--- src/rtl/bctg_pkg.sv ---
// Shared types and constants for the bounded concurrency task gate.
package bctg_pkg;

    // Task id width and in-flight counter width, fixed by the interface.
    localparam int ID_W  = 16;
    localparam int CNT_W = 6;

    // Most task starts that a single finish or enable request may cause.
    localparam int MAX_RESULTS = 32;

    // Command queue between the front and back parts.
    localparam int CMD_DEPTH = 2;
    localparam int CMD_AW    = 1;
    localparam int CMD_CW    = 2;

    // Request operations, encoded as the mode field.
    typedef enum logic [1:0] {
        OP_ADD     = 2'd0,
        OP_FINISH  = 2'd1,
        OP_ENABLE  = 2'd2,
        OP_DISABLE = 2'd3
    } t_op;

    // Result kinds.
    typedef enum logic [1:0] {
        K_START  = 2'd0,
        K_QUEUED = 2'd1,
        K_ACK    = 2'd2,
        K_DROP   = 2'd3
    } t_kind;

    // Back-end sequencer states.
    typedef enum logic [1:0] {
        ST_IDLE  = 2'd0,
        ST_DRAIN = 2'd1,
        ST_EMIT  = 2'd2
    } t_state;

    // A classified request as it travels from the front to the back part.
    typedef struct packed {
        t_op             op;
        logic [ID_W-1:0] id;
    } t_cmd;

endpackage

--- src/rtl/bctg_front.sv ---
// Front part: takes input requests and classifies them into commands.
module bctg_front (
    input  logic                              i_clk,
    input  logic                              i_rst_n,
    input  logic                              i_valid,
    output logic                              o_ready,
    input  logic [1:0]                        i_mode,
    input  logic [bctg_pkg::ID_W-1:0]         i_task_id,
    output logic                              o_push_valid,
    input  logic                              i_push_ready,
    output bctg_pkg::t_cmd                    o_push_cmd
);

    logic           r_valid;
    logic           n_valid;
    bctg_pkg::t_cmd r_cmd;
    bctg_pkg::t_cmd n_cmd;
    logic           accept;

    // The holding register frees when its command moves into the queue.
    assign o_ready      = !r_valid || i_push_ready;
    assign accept       = i_valid && o_ready;
    assign o_push_valid = r_valid;
    assign o_push_cmd   = r_cmd;

    // Decode the mode; only an add carries a task id.
    always_comb begin
        n_cmd = r_cmd;
        n_valid = r_valid && !i_push_ready;
        if (accept) begin
            n_valid = 1'b1;
            case (i_mode)
                bctg_pkg::OP_ADD: begin
                    n_cmd.op = bctg_pkg::OP_ADD;
                    n_cmd.id = i_task_id;
                end
                bctg_pkg::OP_FINISH: begin
                    n_cmd.op = bctg_pkg::OP_FINISH;
                    n_cmd.id = '0;
                end
                bctg_pkg::OP_ENABLE: begin
                    n_cmd.op = bctg_pkg::OP_ENABLE;
                    n_cmd.id = '0;
                end
                default: begin
                    n_cmd.op = bctg_pkg::OP_DISABLE;
                    n_cmd.id = '0;
                end
            endcase
        end
    end

    always_ff @(posedge i_clk) begin
        if (!i_rst_n) begin
            r_valid <= 1'b0;
        end else begin
            r_valid <= n_valid;
        end
    end

    always_ff @(posedge i_clk) begin
        r_cmd <= n_cmd;
    end

endmodule

--- src/rtl/bctg_cmd_fifo.sv ---
// Short command queue that decouples the front part from the back part.
module bctg_cmd_fifo (
    input  logic           i_clk,
    input  logic           i_rst_n,
    input  logic           i_push_valid,
    output logic           o_push_ready,
    input  bctg_pkg::t_cmd i_push_cmd,
    output logic           o_pop_valid,
    input  logic           i_pop_ready,
    output bctg_pkg::t_cmd o_pop_cmd
);

    bctg_pkg::t_cmd                    r_entry [bctg_pkg::CMD_DEPTH];
    logic [bctg_pkg::CMD_AW-1:0]       r_wr_ptr;
    logic [bctg_pkg::CMD_AW-1:0]       r_rd_ptr;
    logic [bctg_pkg::CMD_CW-1:0]       r_count;
    logic                              push;
    logic                              pop;

    assign o_push_ready = (r_count != bctg_pkg::CMD_CW'(bctg_pkg::CMD_DEPTH));
    assign o_pop_valid  = (r_count != '0);
    assign o_pop_cmd    = r_entry[r_rd_ptr];
    assign push         = i_push_valid && o_push_ready;
    assign pop          = o_pop_valid && i_pop_ready;

    // Pointers wrap at the queue depth; the count tracks occupancy.
    always_ff @(posedge i_clk) begin
        if (!i_rst_n) begin
            r_wr_ptr <= '0;
            r_rd_ptr <= '0;
            r_count  <= '0;
        end else begin
            if (push) begin
                r_wr_ptr <= (r_wr_ptr == bctg_pkg::CMD_AW'(bctg_pkg::CMD_DEPTH - 1)) ?
                            '0 : r_wr_ptr + 1'b1;
            end
            if (pop) begin
                r_rd_ptr <= (r_rd_ptr == bctg_pkg::CMD_AW'(bctg_pkg::CMD_DEPTH - 1)) ?
                            '0 : r_rd_ptr + 1'b1;
            end
            if (push && !pop) begin
                r_count <= r_count + 1'b1;
            end else if (pop && !push) begin
                r_count <= r_count - 1'b1;
            end
        end
    end

    // Entry storage.
    always_ff @(posedge i_clk) begin
        if (push) begin
            r_entry[r_wr_ptr] <= i_push_cmd;
        end
    end

endmodule

--- src/rtl/bctg_back.sv ---
// Back part: gate state, wait queue memory and the result sequencer.
module bctg_back #(
    parameter int QUEUE_DEPTH = 32
) (
    input  logic                          i_clk,
    input  logic                          i_rst_n,
    input  logic                          i_cfg_we,
    input  logic [bctg_pkg::CNT_W-1:0]    i_cfg_data,
    input  logic                          i_cmd_valid,
    output logic                          o_cmd_ready,
    input  bctg_pkg::t_cmd                i_cmd,
    output logic                          o_valid,
    input  logic                          i_ready,
    output logic [1:0]                    o_kind,
    output logic [bctg_pkg::ID_W-1:0]     o_task_id_res,
    output logic                          o_last,
    output logic                          o_idle,
    output logic [bctg_pkg::CNT_W-1:0]    o_in_flight
);

    localparam int AW = (QUEUE_DEPTH > 1) ? $clog2(QUEUE_DEPTH) : 1;
    localparam int CW = $clog2(QUEUE_DEPTH + 1);
    localparam int SW = AW + 1;
    localparam int BW = $clog2(bctg_pkg::MAX_RESULTS + 1);

    // Wait queue memory and its read register.
    logic [bctg_pkg::ID_W-1:0]  r_mem [QUEUE_DEPTH];
    logic [bctg_pkg::ID_W-1:0]  r_rd_data;

    // Gate state.
    bctg_pkg::t_state           r_state;
    bctg_pkg::t_state           n_state;
    logic [AW-1:0]              r_head;
    logic [AW-1:0]              n_head;
    logic [CW-1:0]              r_qcount;
    logic [CW-1:0]              n_qcount;
    logic [bctg_pkg::CNT_W-1:0] r_running;
    logic [bctg_pkg::CNT_W-1:0] n_running;
    logic                       r_gate;
    logic                       n_gate;
    logic [bctg_pkg::CNT_W-1:0] r_max;
    logic [BW-1:0]              r_burst;
    logic [BW-1:0]              n_burst;

    // Output register.
    logic                       r_out_valid;
    logic                       n_out_valid;
    bctg_pkg::t_kind            r_out_kind;
    bctg_pkg::t_kind            n_out_kind;
    logic [bctg_pkg::ID_W-1:0]  r_out_id;
    logic [bctg_pkg::ID_W-1:0]  n_out_id;
    logic                       r_out_last;
    logic                       n_out_last;
    logic                       r_out_idle;
    logic                       n_out_idle;
    logic [bctg_pkg::CNT_W-1:0] r_out_run;
    logic [bctg_pkg::CNT_W-1:0] n_out_run;

    logic                       out_free;
    logic                       below_max;
    logic                       can_start;
    logic                       more_after;
    logic                       q_full;
    logic [SW-1:0]              tail_sum;
    logic [AW-1:0]              tail;
    logic                       mem_we;
    logic [AW-1:0]              head_inc;

    assign out_free  = !r_out_valid || i_ready;
    assign below_max = (r_running < r_max);
    assign q_full    = (r_qcount == CW'(QUEUE_DEPTH));

    // Another start is allowed now, and would still be after the next one.
    assign can_start = r_gate && (r_qcount != '0) && below_max &&
                       (r_burst < BW'(bctg_pkg::MAX_RESULTS));
    assign more_after = r_gate && (r_qcount > CW'(1)) &&
                        (({1'b0, r_running} + 1'b1) < {1'b0, r_max}) &&
                        (r_burst < BW'(bctg_pkg::MAX_RESULTS - 1));

    // Tail slot is head plus count, wrapped once at the queue depth.
    assign tail_sum = SW'(r_head) + SW'(r_qcount);
    assign tail     = (tail_sum >= SW'(QUEUE_DEPTH)) ?
                      AW'(tail_sum - SW'(QUEUE_DEPTH)) : AW'(tail_sum);
    assign head_inc = (r_head == AW'(QUEUE_DEPTH - 1)) ? '0 : r_head + 1'b1;

    assign o_valid       = r_out_valid;
    assign o_kind        = r_out_kind;
    assign o_task_id_res = r_out_id;
    assign o_last        = r_out_last;
    assign o_idle        = r_out_idle;
    assign o_in_flight   = r_out_run;

    // Next-state logic of the sequencer.
    always_comb begin
        n_state = r_state;
        case (r_state)
            bctg_pkg::ST_IDLE: begin
                if (i_cmd_valid && out_free &&
                    (i_cmd.op == bctg_pkg::OP_FINISH || i_cmd.op == bctg_pkg::OP_ENABLE)) begin
                    n_state = bctg_pkg::ST_DRAIN;
                end
            end
            bctg_pkg::ST_DRAIN: begin
                if (can_start) begin
                    n_state = bctg_pkg::ST_EMIT;
                end else if (out_free) begin
                    n_state = bctg_pkg::ST_IDLE;
                end
            end
            bctg_pkg::ST_EMIT: begin
                if (out_free) begin
                    n_state = more_after ? bctg_pkg::ST_DRAIN : bctg_pkg::ST_IDLE;
                end
            end
            default: n_state = bctg_pkg::ST_IDLE;
        endcase
    end

    // Datapath and result generation for each state.
    always_comb begin
        n_head      = r_head;
        n_qcount    = r_qcount;
        n_running   = r_running;
        n_gate      = r_gate;
        n_burst     = r_burst;
        n_out_valid = r_out_valid && !i_ready;
        n_out_kind  = r_out_kind;
        n_out_id    = r_out_id;
        n_out_last  = r_out_last;
        n_out_idle  = r_out_idle;
        n_out_run   = r_out_run;
        o_cmd_ready = 1'b0;
        mem_we      = 1'b0;
        case (r_state)
            bctg_pkg::ST_IDLE: begin
                if (i_cmd_valid && out_free) begin
                    o_cmd_ready = 1'b1;
                    case (i_cmd.op)
                        bctg_pkg::OP_ADD: begin
                            n_out_valid = 1'b1;
                            n_out_id    = i_cmd.id;
                            n_out_last  = 1'b1;
                            if (r_gate && below_max) begin
                                n_running  = r_running + 1'b1;
                                n_out_kind = bctg_pkg::K_START;
                            end else if (!q_full) begin
                                mem_we     = 1'b1;
                                n_qcount   = r_qcount + 1'b1;
                                n_out_kind = bctg_pkg::K_QUEUED;
                            end else begin
                                n_out_kind = bctg_pkg::K_DROP;
                            end
                            n_out_idle = (n_running == '0) && (n_qcount == '0);
                            n_out_run  = n_running;
                        end
                        bctg_pkg::OP_FINISH: begin
                            if (r_running != '0) begin
                                n_running = r_running - 1'b1;
                            end
                            n_burst = '0;
                        end
                        bctg_pkg::OP_ENABLE: begin
                            n_gate  = 1'b1;
                            n_burst = '0;
                        end
                        default: begin
                            n_gate      = 1'b0;
                            n_out_valid = 1'b1;
                            n_out_kind  = bctg_pkg::K_ACK;
                            n_out_id    = '0;
                            n_out_last  = 1'b1;
                            n_out_idle  = (r_running == '0) && (r_qcount == '0);
                            n_out_run   = r_running;
                        end
                    endcase
                end
            end
            bctg_pkg::ST_DRAIN: begin
                // Nothing could start: acknowledge the request instead.
                if (!can_start && out_free) begin
                    n_out_valid = 1'b1;
                    n_out_kind  = bctg_pkg::K_ACK;
                    n_out_id    = '0;
                    n_out_last  = 1'b1;
                    n_out_idle  = (r_running == '0) && (r_qcount == '0);
                    n_out_run   = r_running;
                end
            end
            bctg_pkg::ST_EMIT: begin
                // Start the oldest waiting task read out in the previous cycle.
                if (out_free) begin
                    n_head      = head_inc;
                    n_qcount    = r_qcount - 1'b1;
                    n_running   = r_running + 1'b1;
                    n_burst     = r_burst + 1'b1;
                    n_out_valid = 1'b1;
                    n_out_kind  = bctg_pkg::K_START;
                    n_out_id    = r_rd_data;
                    n_out_last  = !more_after;
                    n_out_idle  = (n_running == '0) && (n_qcount == '0);
                    n_out_run   = n_running;
                end
            end
            default: begin
                n_out_valid = 1'b0;
            end
        endcase
    end

    // Control registers and the limit register.
    always_ff @(posedge i_clk) begin
        if (!i_rst_n) begin
            r_state     <= bctg_pkg::ST_IDLE;
            r_head      <= '0;
            r_qcount    <= '0;
            r_running   <= '0;
            r_gate      <= 1'b0;
            r_burst     <= '0;
            r_out_valid <= 1'b0;
            r_max       <= bctg_pkg::CNT_W'(1);
        end else begin
            r_state     <= n_state;
            r_head      <= n_head;
            r_qcount    <= n_qcount;
            r_running   <= n_running;
            r_gate      <= n_gate;
            r_burst     <= n_burst;
            r_out_valid <= n_out_valid;
            if (i_cfg_we) begin
                r_max <= i_cfg_data;
            end
        end
    end

    // Result payload.
    always_ff @(posedge i_clk) begin
        r_out_kind <= n_out_kind;
        r_out_id   <= n_out_id;
        r_out_last <= n_out_last;
        r_out_idle <= n_out_idle;
        r_out_run  <= n_out_run;
    end

    // Wait queue memory: one write port at the tail, one registered read at the head.
    always_ff @(posedge i_clk) begin
        if (mem_we) begin
            r_mem[tail] <= i_cmd.id;
        end
        r_rd_data <= r_mem[r_head];
    end

`ifndef NO_ASSERTIONS
    a_qcount_bound: assert property (@(posedge i_clk) disable iff (!i_rst_n)
        r_qcount <= CW'(QUEUE_DEPTH))
        else $error("wait queue count exceeds its depth");

    a_emit_has_entry: assert property (@(posedge i_clk) disable iff (!i_rst_n)
        (r_state == bctg_pkg::ST_EMIT) |-> (r_qcount != '0) && r_gate)
        else $error("start issued with an empty queue or closed gate");

    a_burst_bound: assert property (@(posedge i_clk) disable iff (!i_rst_n)
        r_burst <= BW'(bctg_pkg::MAX_RESULTS))
        else $error("start burst exceeds its limit");

    a_last_on_finish: assert property (@(posedge i_clk) disable iff (!i_rst_n)
        (r_state == bctg_pkg::ST_EMIT && out_free && n_state == bctg_pkg::ST_IDLE)
        |=> r_out_valid && r_out_last)
        else $error("final start of a burst not marked last");
`endif

endmodule

--- src/rtl/bounded_concurrency_task_gate.sv ---
// Top level of the bounded concurrency task gate.
//
//   channel   direction  handshake            payload
//   request   in         i_valid / o_ready    i_mode, i_task_id
//   result    out        o_valid / i_ready    o_kind, o_task_id_res, o_last, o_idle, o_in_flight
//   config    in         i_cfg_we             i_cfg_data (max_in_flight)
//
// A request passes a front register and a two-entry command queue to the back
// sequencer, which registers its answer to an add or disable as it takes it.
// Each task started by a finish or enable passes the DRAIN and EMIT states, as the
// wait queue memory read is registered; a request that starts nothing is acknowledged
// from DRAIN. Reset is synchronous and clears all control state; the wait queue
// memory needs no clearing pass. A stalled result register holds the sequencer; the queue fills.
module bounded_concurrency_task_gate #(
    parameter int QUEUE_DEPTH = 32
) (
    input  logic                          i_clk,
    input  logic                          i_rst_n,
    input  logic                          i_valid,
    output logic                          o_ready,
    input  logic [1:0]                    i_mode,
    input  logic [bctg_pkg::ID_W-1:0]     i_task_id,
    input  logic                          i_cfg_we,
    input  logic [bctg_pkg::CNT_W-1:0]    i_cfg_data,
    output logic                          o_valid,
    input  logic                          i_ready,
    output logic [1:0]                    o_kind,
    output logic [bctg_pkg::ID_W-1:0]     o_task_id_res,
    output logic                          o_last,
    output logic                          o_idle,
    output logic [bctg_pkg::CNT_W-1:0]    o_in_flight
);

    logic           push_valid;
    logic           push_ready;
    bctg_pkg::t_cmd push_cmd;
    logic           cmd_valid;
    logic           cmd_ready;
    bctg_pkg::t_cmd cmd;

    // Front part: request register and mode decode.
    bctg_front u_front (
        .i_clk        (i_clk),
        .i_rst_n      (i_rst_n),
        .i_valid      (i_valid),
        .o_ready      (o_ready),
        .i_mode       (i_mode),
        .i_task_id    (i_task_id),
        .o_push_valid (push_valid),
        .i_push_ready (push_ready),
        .o_push_cmd   (push_cmd)
    );

    // Command queue between the two parts.
    bctg_cmd_fifo u_fifo (
        .i_clk        (i_clk),
        .i_rst_n      (i_rst_n),
        .i_push_valid (push_valid),
        .o_push_ready (push_ready),
        .i_push_cmd   (push_cmd),
        .o_pop_valid  (cmd_valid),
        .i_pop_ready  (cmd_ready),
        .o_pop_cmd    (cmd)
    );

    // Back part: gate state, wait queue and results.
    bctg_back #(
        .QUEUE_DEPTH (QUEUE_DEPTH)
    ) u_back (
        .i_clk         (i_clk),
        .i_rst_n       (i_rst_n),
        .i_cfg_we      (i_cfg_we),
        .i_cfg_data    (i_cfg_data),
        .i_cmd_valid   (cmd_valid),
        .o_cmd_ready   (cmd_ready),
        .i_cmd         (cmd),
        .o_valid       (o_valid),
        .i_ready       (i_ready),
        .o_kind        (o_kind),
        .o_task_id_res (o_task_id_res),
        .o_last        (o_last),
        .o_idle        (o_idle),
        .o_in_flight   (o_in_flight)
    );

endmodule

--- config.mk ---
export PLATFORM = sky130hd
export DESIGN_NAME = bounded_concurrency_task_gate
export DESIGN_NICKNAME = d
export VERILOG_FILES = /design/src/rtl/bctg_pkg.sv /design/src/rtl/bctg_front.sv /design/src/rtl/bctg_cmd_fifo.sv /design/src/rtl/bctg_back.sv /design/src/rtl/bounded_concurrency_task_gate.sv
export SDC_FILE = /design/constraint.sdc
export NUM_CORES = 1
export LEC_CHECK = 0
export BUFFER_PORTS_ARGS = -buffer_cell sky130_fd_sc_hd__buf_2
export CAP_MARGIN = 5
export CORE_MARGIN = 2
export CORE_UTILIZATION = 57
export CTS_BUF_LIST = sky130_fd_sc_hd__clkbuf_2
export DETAILED_ROUTE_END_ITERATION = 16
export GPL_TIMING_DRIVEN = 0
export PLACE_DENSITY = 0.85
export SYNTH_ARGS = -nofsm -noshare
export SYNTH_HDL_FRONTEND = slang
export SYNTH_HIERARCHICAL = 1
export SYNTH_SLANG_ARGS = --single-unit
--- constraint.sdc ---
create_clock -name i_clk -period 6.3 [get_ports i_clk]
set_clock_uncertainty 0.1 [all_clocks]
set_input_delay 0.63 -clock i_clk [delete_from_list [all_inputs] [get_ports i_clk]]
set_output_delay 0.63 -clock i_clk [all_outputs]
set_load 0.005 [all_outputs]
# Word-level counts from Yosys, hierarchy flattened
# Memories as Yosys holds them, arrays and structs flattened. A register that Yosys moved wholly into a read port is not among the register bits.
# Index checks and enable logic that the tools add are counted.
[totals]
ramBits = 548
memories = 2
regBits = 82
inputBits = 29
out_inout_bits = 28
[op_classes]
eq_ne = 19
n_reduce_logical = 55
n_mux = 80
bitwise_logic = 1
addsub = 13
order_cmp = 6
[mem_list]
columns = ["name", "depth", "word_bits", "read_ports", "rd_ports_with_merged_regs", "write_ports", "line_no", "source"]
rows = [
  ["u_back.r_mem", 32, 16, 1, 1, 1, "bctg_back.sv:27", "logic [bctg_pkg::ID_W-1:0] r_mem [QUEUE_DEPTH];"],
  ["u_fifo.r_entry", 2, 18, 1, 1, 1, "bctg_cmd_fifo.sv:13", "bctg_pkg::t_cmd r_entry [bctg_pkg::CMD_DEPTH];"],
]
[op_table]
columns = ["cell", "n"]
rows = [
  ["2-to-1 mux 6 bit", 20],
  ["case mux 6 bit (2 select lines)", 5],
  ["case mux 18 bit (3 select lines)", 1],
  ["2-to-1 mux 16 bit", 3],
  ["case mux 16 bit (3 select lines)", 1],
  ["logical NOT 6 bit", 6],
  ["case mux 16 bit (2 select lines)", 1],
  ["2-to-1 mux 1 bit", 28],
  ["logical AND 1 bit", 20],
  ["2-to-1 mux 2 bit", 10],
  ["adder 6 x 1 -> 6 bit, second input constant", 3],
  ["case mux 6 bit (3 select lines)", 1],
  ["case mux 2 bit (3 select lines)", 2],
  ["nonzero test 6 bit", 2],
  ["subtractor 6 x 1 -> 6 bit, second input constant", 2],
  ["2-to-1 mux 5 bit", 2],
  ["AND reduction 5 bit", 2],
  ["case mux 1 bit (3 select lines)", 3],
  ["logical NOT 1 bit", 8],
  ["!= test 2 x 1 -> 1 bit, second input constant", 4],
  ["!= test 2 bit, second input constant", 4],
  ["AND reduction 4 bit", 2],
  ["adder 6 x 1 -> 7 bit, second input constant", 1],
  ["< comparator 7 x 6 -> 1 bit", 1],
  ["other kinds (28)", 42],
]

# Depth between registers and ports, before layout
[logic_depth]
ltp_word = 11
depth_mapped = 11

# Modules after synthesis
# Netlist, hierarchy kept.
[modules_own_cells]
columns = ["mod", "instances", "cells_each", "area_per_inst_um2"]
rows = [
  ["bctg_back", 1, 1218, 23811.6],
  ["bctg_cmd_fifo", 1, 80, 1539.0],
  ["bctg_front", 1, 43, 714.4],
]

# Worst setup path before layout
# No wires, ideal clock.
[synth_timing]
kind = "flip-flop to flip-flop"
start = "register with a tool-made name"
end = "register u_back.r_out_idle (netlist: u_back/o_idle), enable pin"
path_buffers = 2
setup_ps = 453
path_stages_with_launch = 9
arrival_time_ps = 3634
setup_slack_ps = 2113
cell_sequence = "dfxtp_1 > buf_2 > buf_4 > mux2_2 > inv_1 > ha_1 > nor2b_1 > o21ai_0 > a221oi_1"
[synth_rtl]
columns = ["element", "line_no", "source"]
rows = [
  ["to (signal assigned)", "bctg_back.sv:240", "r_out_idle <= n_out_idle;"],
  ["to (decl)", "bctg_back.sv:54", "logic r_out_idle;"],
]

# Final worst setup path
[layout_timing]
start = "register u_back.r_head[1]"
end = "memory u_back/r_mem[12][1] (netlist bit), enable pin"
[layout_between]
elab_chain_len = 3
[layout_lines]
columns = ["element", "line_no", "source"]
rows = [
  ["from (decl)", "bctg_back.sv:33", "logic [AW-1:0] r_head;"],
  ["from (signal assigned)", "bctg_back.sv:223", "r_head <= n_head;"],
  ["adder 5 x 6 -> 6 bit (*)", "bctg_back.sv:81", "assign tail_sum = SW'(r_head) + SW'(r_qcount);"],
  ["subtractor 5 x 1 -> 5 bit or >= comparator 6 bit (tied branches)", "bctg_back.sv:83, bctg_back.sv:82", ""],
  ["2-to-1 mux 5 bit (*)", "bctg_back.sv:82", "assign tail = (tail_sum >= SW'(QUEUE_DEPTH)) ?"],
  ["to (decl)", "bctg_back.sv:27", ""],
]
# Every way passes the cells marked *; elsewhere a longest branch is shown, timed or not.

==> impl_metrics.env <==
export IMPL_outcome="finished clean"
export IMPL_drt_wl_total_mm=62.6
export IMPL_ios=57
export IMPL_seq_power_share_pct=57.7
export IMPL_die_area_um2=47500
export IMPL_clk_latency_ns=1.16
export IMPL_cpMostUsedCell="clkbuf_1"
export IMPL_grt_max_degree=34
export IMPL_cp_max_fo=16
export IMPL_peakVddDrop_v=0.000187
export IMPL_grt_pass1_vias=15200
export IMPL_cts_buffer_depth=3
export IMPL_h_tree_depth=4
export IMPL_cts_setup_buffers=0
export IMPL_track_usage_pct=27.4
export IMPL_ys_seq_elements=647
export IMPL_netSwitchingFraction_pct=27.6
export IMPL_crit_path_cell_trace="clkbuf_1, clkbuf_1, clkbuf_1, inv_1, fa_1, inv_1, a21o_1, a21oi_1, xnor2_1, nand3_1, nor2_2"
export IMPL_layout_setup_ws_ns=0.870
export IMPL_rsz0062_at_grt="no"
export IMPL_worstPathArrival_ns=6.04
export IMPL_place_hpwl_mm=39.4
export IMPL_cts_inserted_buffers=149
export IMPL_synthTopCellsByArea="edfxtp_1, mux4_2, dfxtp_1"
export IMPL_synth_edff_count=592
export IMPL_cp_start_kind="flop"
export IMPL_hold_ws_ns=0.223
export IMPL_synth_top_area_cell="edfxtp_1"
export IMPL_synth_cell_types=72
export IMPL_powerDensity_nw_per_um2=310
export IMPL_ys_seq_area_share_pct=72.4
export IMPL_drt_vias_per_instance=6.27
export IMPL_r2r_start="u_back/r_head[1]"
export IMPL_place_gp_congestion=0.918
export IMPL_yosys_cell_count_top_type="edfxtp_1"
export IMPL_syn_area_um2=26100
export IMPL_layout_drive_gt1_share_pct=33.3
export IMPL_tns_ns=0
export IMPL_core_area_um2=45300
export IMPL_cp_slowest_cell="nor2_2"
export IMPL_die_x_um=218
export IMPL_period_share_pct=86.2
export IMPL_hp_start="i_rst_n"
export IMPL_io_buffers=55
export IMPL_met2_length_mm=31.0
export IMPL_final_nets=1681
export IMPL_required_ns=6.91
export IMPL_setup_viol=0
export IMPL_met3WireLength_mm=5.95
export IMPL_dr_first_iter_drc_count=1706
export IMPL_setup_worst_path_start="u_back/r_head[1]"
export IMPL_worst_slew_pin_transition_ns=1.12
export IMPL_clk_pin_slew_ns=0.10
export IMPL_synth_common_cells="edfxtp_1, mux4_2, nor2_1"
export IMPL_synth_top_area_share_pct=68.2
export IMPL_syn_to_final_growth_pct=12.6
export IMPL_combPwrFrac_pct=13.5
export IMPL_fin_crit_ns=5.43
export IMPL_maxCapViolations=0
export IMPL_gr_total_overflow=0
export IMPL_max_clock_freq_mhz=184
export IMPL_cts_root_buf="clkbuf_2"
export IMPL_start_util_pct=57.6
export IMPL_via_count=14600
export IMPL_routedWlPerCell_um=26.9
export IMPL_end_kind="flop"
export IMPL_synthCells=1341
export IMPL_syn_nets=1403
export IMPL_first_pass_iters=7
export IMPL_leakage_nw=9.72
export IMPL_syn_area_per_cell_um2=19.4
export IMPL_cts_sinks=647
export IMPL_ys_warn_count=6
export IMPL_synthArstFlopShare_pct=0
export IMPL_dp_slack_ns=1.19
export IMPL_min_path_type="in2reg"
export IMPL_rows=78
export IMPL_relSlewSlack_pct=25.6
export IMPL_die_y_um=218
export IMPL_grt_pass1_wl_mm=93.6
export IMPL_ys_flop_type="edfxtp_1"
export IMPL_grt_antenna_before_repair=4
export IMPL_critical_path_class="reg2reg"
export IMPL_top_layer="met5"
export IMPL_hold_viol=0
export IMPL_maxSlewViolCount=0
export IMPL_max_stage_delay_ns=0.93
export IMPL_final_antenna_net_count=0
export IMPL_switchingPower_w=0.00252
export IMPL_drc=0
export IMPL_internal_power_w=0.00659
export IMPL_cts_tree="yes"
export IMPL_met1_length_mm=22.8
export IMPL_p_clk_share_pct=28.8
[worst max-delay path, delay by kind of cell (launching register included)]
family                     cells  cell delay (ns)
and+or+nand+nor                2             1.30
adders and majority gates      1             0.54
xor gates and xnor gates       1             0.52
DFF                            1             0.39
buffers and inverters          5             1.95
AOI/OAI and AO/OA              2             0.19
[power by group through the flow]
| stage | sequential, W | clock (W) | combinational (W) |
|---|---|---|---|
| 5_1_grt | 0.00527 | 0.00289 | 0.00133 |
| 4_1_cts | 0.00525 | 0.00266 | 0.00121 |
| 3_3_place_gp | 0.00535 | 0 | 0.00107 |
| 2_1_floorplan | 0.00532 | 0 | 0.000653 |
| 6_report | 0.00525 | 0.00262 | 0.00123 |
| 3_5_place_dp | 0.00535 | 0 | 0.00118 |
[metrics by stage]
step / cells / util [%] / instance area, um^2 / total power, W
floorplan: 1341 / - / 26100 / 0.00597
global placement: 1996 / 59.8 / 27100 / 0.00643
detailed placement: 2017 / 60.7 / 27500 / 0.00653
CTS: 2327 / 64.8 / 29400 / 0.00911
global route: 2329 / 64.8 / 29400 / 0.00949
finish: 2329 / 64.8 / 29400 / 0.00910
[what timing repair did]
action / CTS / global route
hold buffers: 51 / 0
hold endpoints to repair: 38 / 0
setup endpoints to repair: 0 / 0
resized for setup: 0 / 0
[flip-flops by register name, summed over array words and instances (netlist names), 2 cells and up, named ones only]
name / flops
u_back/o_kind: 2
u_back/r_state: 2
u_back/o_in_flight: 6
u_back/r_running: 6
u_back/r_burst: 6
u_fifo/r_count: 2
u_back/r_max: 6
u_back/r_qcount: 6
u_back/r_rd_data: 16
u_back/r_head: 5
u_back/r_mem: 512
u_back/o_task_id_res: 16
u_fifo/r_entry: 36
u_front/o_push_cmd: 18
[metal layers]
| metal | vias up | GRT usage [%] |
|---|---|---|
| met1 | 7378 | 34.1 |
| met4 | 2 | 14.3 |
| li1 | 6092 | - |
| met5 | - | 0 |
| met3 | 178 | 6.67 |
| met2 | 943 | 44.9 |
[worst paths after layout]
path	cells after the start	endpoint	slack, ns
worst max-delay path	11	u_back/r_mem[12][1]	0.87
worst min-delay path	3	u_fifo/r_count[0]	0.22
worst max register to register	11	u_back/r_mem[12][1]	0.87
worst min register to register	0	u_fifo/r_entry[0][4]	0.34
[area by class of cell]
class,count,area (um^2)
clock inverter,41,245
buffer,73,374
antenna,2,5.00
inverter,25,93.8
tap,600,751
fill,2923,15900
clock buffer,218,1090
timing repair buffer,127,1100
multi-input combinational,596,6820
sequential,647,18900
[cell families after synthesis]
group                      count (synthesis)  share of synthesized area (%)
DFF                                      647                           72.4
and+or+nand+nor                          206                           4.10
muxes                                    205                           15.7
AOI/OAI and AO/OA                        122                           3.33
buffers and inverters                     98                           1.80
adders and majority gates                 34                           1.65
xor gates and xnor gates                  29                          0.974
[cells in the final DEF (no fill, tap or decap), drive strengths merged, types with 3 or more instances in the layout]
master,count
inv,30
o21a,4
o21ai,28
nand3,19
nor2b,7
a41oi,3
nor4,8
and3,9
a22o,16
xnor2,18
nand2,27
clkbuf,262
nor2,69
ha,32
a21oi,26
dlygate4sd3,51
clkinv,32
o41ai,3
dfxtp,55
xor2,11
nand2b,9
mux2i,10
and2,22
or3,8
buf,105
mux4,160
a311oi,3
bufinv,3
a31oi,6
mux2,35
edfxtp,592
a211oi,8
a21boi,4
a21o,5
nand4,4
nor3,10
Power figures use the tool's default switching activity.
